**src/hdl/hss_ram.sv**
```systemverilog
// ---------------------------------------------------------------------------
// Scheduler RAM
// Single write port, single registered read port, write-first on collision.
// ---------------------------------------------------------------------------
module hss_ram #(
  parameter int unsigned WIDTH = 8,
  parameter int unsigned DEPTH = 64
) (
  input  logic                     clk_i,
  input  logic                     we_i,
  input  logic [$clog2(DEPTH)-1:0] waddr_i,
  input  logic [WIDTH-1:0]         wdata_i,
  input  logic                     re_i,
  input  logic [$clog2(DEPTH)-1:0] raddr_i,
  output logic [WIDTH-1:0]         rdata_o
);

  logic [WIDTH-1:0] mem [DEPTH];

  always_ff @(posedge clk_i) begin
    if (we_i) begin
      mem[waddr_i] <= wdata_i;
    end
    if (re_i) begin
      if (we_i && (waddr_i == raddr_i)) begin
        rdata_o <= wdata_i;
      end else begin
        rdata_o <= mem[raddr_i];
      end
    end
  end

endmodule

```
**config.mk**
```make
export PLATFORM = sky130hd
export DESIGN_NAME = hss_ram
export DESIGN_NICKNAME = d
export VERILOG_FILES = /design/src/hdl/hss_ram.sv
export SDC_FILE = /design/constraint.sdc
export NUM_CORES = 1
export LEC_CHECK = 0
export ABC_AREA = 1
export BUFFER_PORTS_ARGS = -buffer_cell sky130_fd_sc_hd__buf_2
export CORE_ASPECT_RATIO = 0.75
export CORE_MARGIN = 2
export CORE_UTILIZATION = 30
export DETAILED_ROUTE_END_ITERATION = 7
export GPL_TIMING_DRIVEN = 0
export HOLD_SLACK_MARGIN = 0.15
export PLACE_DENSITY = 0.44
export REMOVE_ABC_BUFFERS = 1
export SLEW_MARGIN = 15
export SYNTH_ARGS = -nofsm -noshare
export SYNTH_HDL_FRONTEND = slang
export SYNTH_SLANG_ARGS = --single-unit
```
**constraint.sdc**
```tcl
create_clock -name clk_i -period 5.6 [get_ports clk_i]
set_input_delay 1.12 -clock clk_i [delete_from_list [all_inputs] [get_ports clk_i]]
set_output_delay 1.12 -clock clk_i [all_outputs]
set_load 0.1 [all_outputs]
```
Word-level counts from Yosys, hierarchy flattened --
Memory sizes are Yosys's and may differ from the RTL's. A register that Yosys moved wholly into a read port is not among the register bits. Cells that the tools add are included.
Cells by class: multipliers 0, magnitude comparators 0, div/mod/pow operators 0, muxes and demuxes 2, equal/unequal tests 0, add/sub/neg operators 0, reduce and logical (&&, ||, !) cells 0, shift operators 0, bitwise operators 0
Operators with widths (count):
- $mux W1 | 2
Word-level totals: memory bits (read-only) 0, memories 1, bits in writable memories 512, bits in latches 0, input bits 23, register bits 0
Memory list:
- mem | depth 64, bits a word 8, read ports 1, clocked after memory_dff 1, wr ports 1, RTL line 18 | logic [WIDTH-1:0] mem [DEPTH];

Depth between registers and ports, before layout --
depth in word-level cells 2, mapped depth 14, mapped depth without buffers 11

Worst setup path after synthesis --
OpenSTA, ideal clock, no wires.
path kind in2reg, start in we_i, end mem mem[48][0], enable pin, stages 3, data arrival time 2.509 ns, setup slack 2.697 ns, path buffers 1, setup time 0.395 ns, cell sequence clkbuf_1 -> nand4_1 -> nor4_1
On the way: word-level cells in the longest chain between the ends 2
Ends and longest elaborated chain:
- from (decl) | RTL line 10 | input logic we_i,
- $mux W1 | RTL line 21 | if (we_i) begin
- $mux W1 (not written as such) | RTL line 22 | mem[waddr_i] <= wdata_i;
- to (decl) | RTL line 18
Every way passes these cells.

==> reports/results.txt <==
Run status: completed
Port bufs: 30
Fin Setup TNS: 0 ps
Max Root-Sink Buffers: 3
CP arrival: 3810 ps
Ys async rst share: 0%
Mapped Cells: 1816
Residual DRC: 0
Tcrit/Tclk final: 62.0%
H-tree levels: 2
Fin nets: 1825
Die Wd: 313 µm
Lkg Pwr: 8.27 nW
Mapped Area: 21500 µm²
GPL Wtd Cong: 0.745
Synth unique cells: 23
RSZ-0062 raised after global routing: false
DRT iter0 DRCs: 1105
Most frequent cell after synthesis: nand2_1
Wire per inst: 21.1 µm
CTS tree: done
CTS clock-pin slew for the worst setup and hold paths: 60 ps
Drt pass-1 iters: 6
Critical path startpoint category: input pin
First-pass GRT wire length: 87300 µm
Layout cells sized above 1: 6.74%
Avg Cell Area, Syn: 11.8 µm²
Commonest cells in the netlist: nand2_1, edfxtp_1, nand3_1
Vias/cell: 4.83
F_max: 0.288 GHz
Die ar.: 73800 µm²
Power density cells: 341 nW/µm²
ANT nets after route: 0
Post-synth top flop: edfxtp_1
GR Overflow Total: 0
Final HPWL DP: 32300 µm
IO Count: 31
Worst Tran Pin Value: 1040 ps
Worst vdd ir: 0.209 mV
Worst-Skew Late Latency: 610 ps
Max-slew violation count: 0
Largest net degree at the start of global routing: 148
Peak per-stage delay on the critical path: 360 ps
Final setup fails: 0
Worst Skew: 18.5 ps
Most used cell, CP: nand2_1
Critical path's top delay family: buffers and inverters
Req. time, crit path: 5940 ps
Slew HR: 30.4%
Post-Layout Cell Count: 2788
Vias in the first global route: 12.8k
Synth Warn #: 0
CTS hold repair buffers: 0
Core Rows: 84
Final hold violation count: 0
Initial cell density of the core: 30.5%
Hold Crit Start: re_i
CORE AREA: 70500 µm²
HP Class: in -> reg
Post-CTS setup buffers: 0
Final min period: 3470 ps
Initial antenna violation count: 3
Slowest cell on crit path: buf_16
Reg2reg start: mem[45][4]
Yosys top cell by area: edfxtp_1
Worst Path Max Fanout: 147
Critical Path End Type: register
Total GRT Usage: 15.8%
Yosys top cell area share: 72.7%
Max cap viols: 0
CTS Sinks: 520
Synth Register Bits: 520
Critical path origin: raddr_i[0]
Via Count: 13.5k
Root buf cell: clkbuf_16
Cts bufs inserted: 52
Buf/Inv on CP: 4
Area grow syn2layout: 11.6%
Synth top area cells: edfxtp_1, nand3_1, nand2_1
Sequential element share of the synthesized area: 72.7%
DP Cell Count: 2694
Post-CTS sizing: 0
Routed wire length: 58800 µm
Die Y: 236 µm
Crit path cell chain: buf_8 > buf_16 > inv_16 > buf_16 > nand2_1 > nand3_1 > nand3_1 > nand3_1 > nand2_1 > nand2_1 > nand3_1 > nand2_1 > nand2_1 > nand2_1
EDFF count, synth: 520
Critical path class: in -> reg
final cells by class:
| cell class | count | area [µm²] |
|---|---|---|
| inverters | 13 | 80.1 |
| diodes | 3 | 7.51 |
| repair buffers | 46 | 440 |
| well taps | 946 | 1180 |
| multi-input cells | 1169 | 5100 |
| clock inverters | 23 | 158 |
| fillers | 6995 | 46600 |
| flip-flops and latches | 520 | 15600 |
| clock buffers | 68 | 1380 |
layout by cell type, fill, tap and decap left out, drive strengths merged:
cell	n
o211ai	1
clkinv	21
nor4	8
clkinvlp	1
nand2	623
nand4	10
diode	3
xor2	1
nor2	56
bufinv	2
a221oi	1
nor3	1
edfxtp	520
o21ai	1
nand3	467
buf	46
clkbuf	68
inv	12
report_power, final:
| group | internal (mW) | switching (mW) |
|---|---|---|
| Sequential | 4.32 | 0.0122 |
| Clock | 1.82 | 1.46 |
| Combinational | 0.125 | 0.433 |
| Total | 6.26 | 1.91 |
stage by stage:
| step | utilization (%) | hold WS [ps] | cell area [µm²] | worst slack, ps | total power [mW] |
|---|---|---|---|---|---|
| 6_report | 34.0 | 882 | 24000 | 2130 | 8.17 |
| 5_1_grt | 34.0 | 869 | 24000 | 2000 | 8.45 |
| 4_1_cts | 34.0 | 858 | 24000 | 2160 | 8.26 |
| 3_5_place_dp | 31.8 | 1020 | 22400 | 1510 | 4.98 |
| 3_3_place_gp | 31.3 | 1030 | 22100 | -4560 | 4.99 |
| 2_1_floorplan | - | 878 | 20700 | 2550 | 4.67 |
worst register-to-register path, stage by stage, from the launching register on:
cell      delay [ps]
edfxtp_1         370
nand2_1           80
nand3_1           90
nand3_1          110
nand3_1          150
nand2_1          160
nand2_1           60
nand3_1          160
nand2_1           70
nand2_1           60
nand2_1          100
metal layers:
| layer | routed length (µm) | global-route usage [%] | vias up |
|---|---|---|---|
| met1 | 29300 | 24.2 | 6662 |
| li1 | - | - | 6403 |
| met5 | 13 | 0 | - |
| met2 | 25300 | 23.0 | 317 |
| met3 | 2990 | 2.66 | 76 |
| met4 | 1160 | 4.22 | 2 |
kinds of logic after synthesis:
group           after synthesis  synth area share, %
flops                       520                 72.7
simple gates               1165                 23.4
xor+xnor                      1               0.0408
buf+inv                     127                 3.78
compound gates                3                0.128
flip-flops by register name, indices dropped and copies added (netlist names):
| register | cells |
|---|---|
| mem | 512 |
| rdata_o | 8 |
path summary, 6_finish.rpt:
| path | slack [ps] | end | cells after the start |
|---|---|---|---|
| max | 2130 | rdata_o[4] | 14 |
| max reg2reg | 3920 | rdata_o[4] | 10 |
| min | 880 | rdata_o[4] | 1 |
| min reg2reg | 1050 | rdata_o[2] | 10 |
No activity file was read; power rests on OpenSTA's default activity.
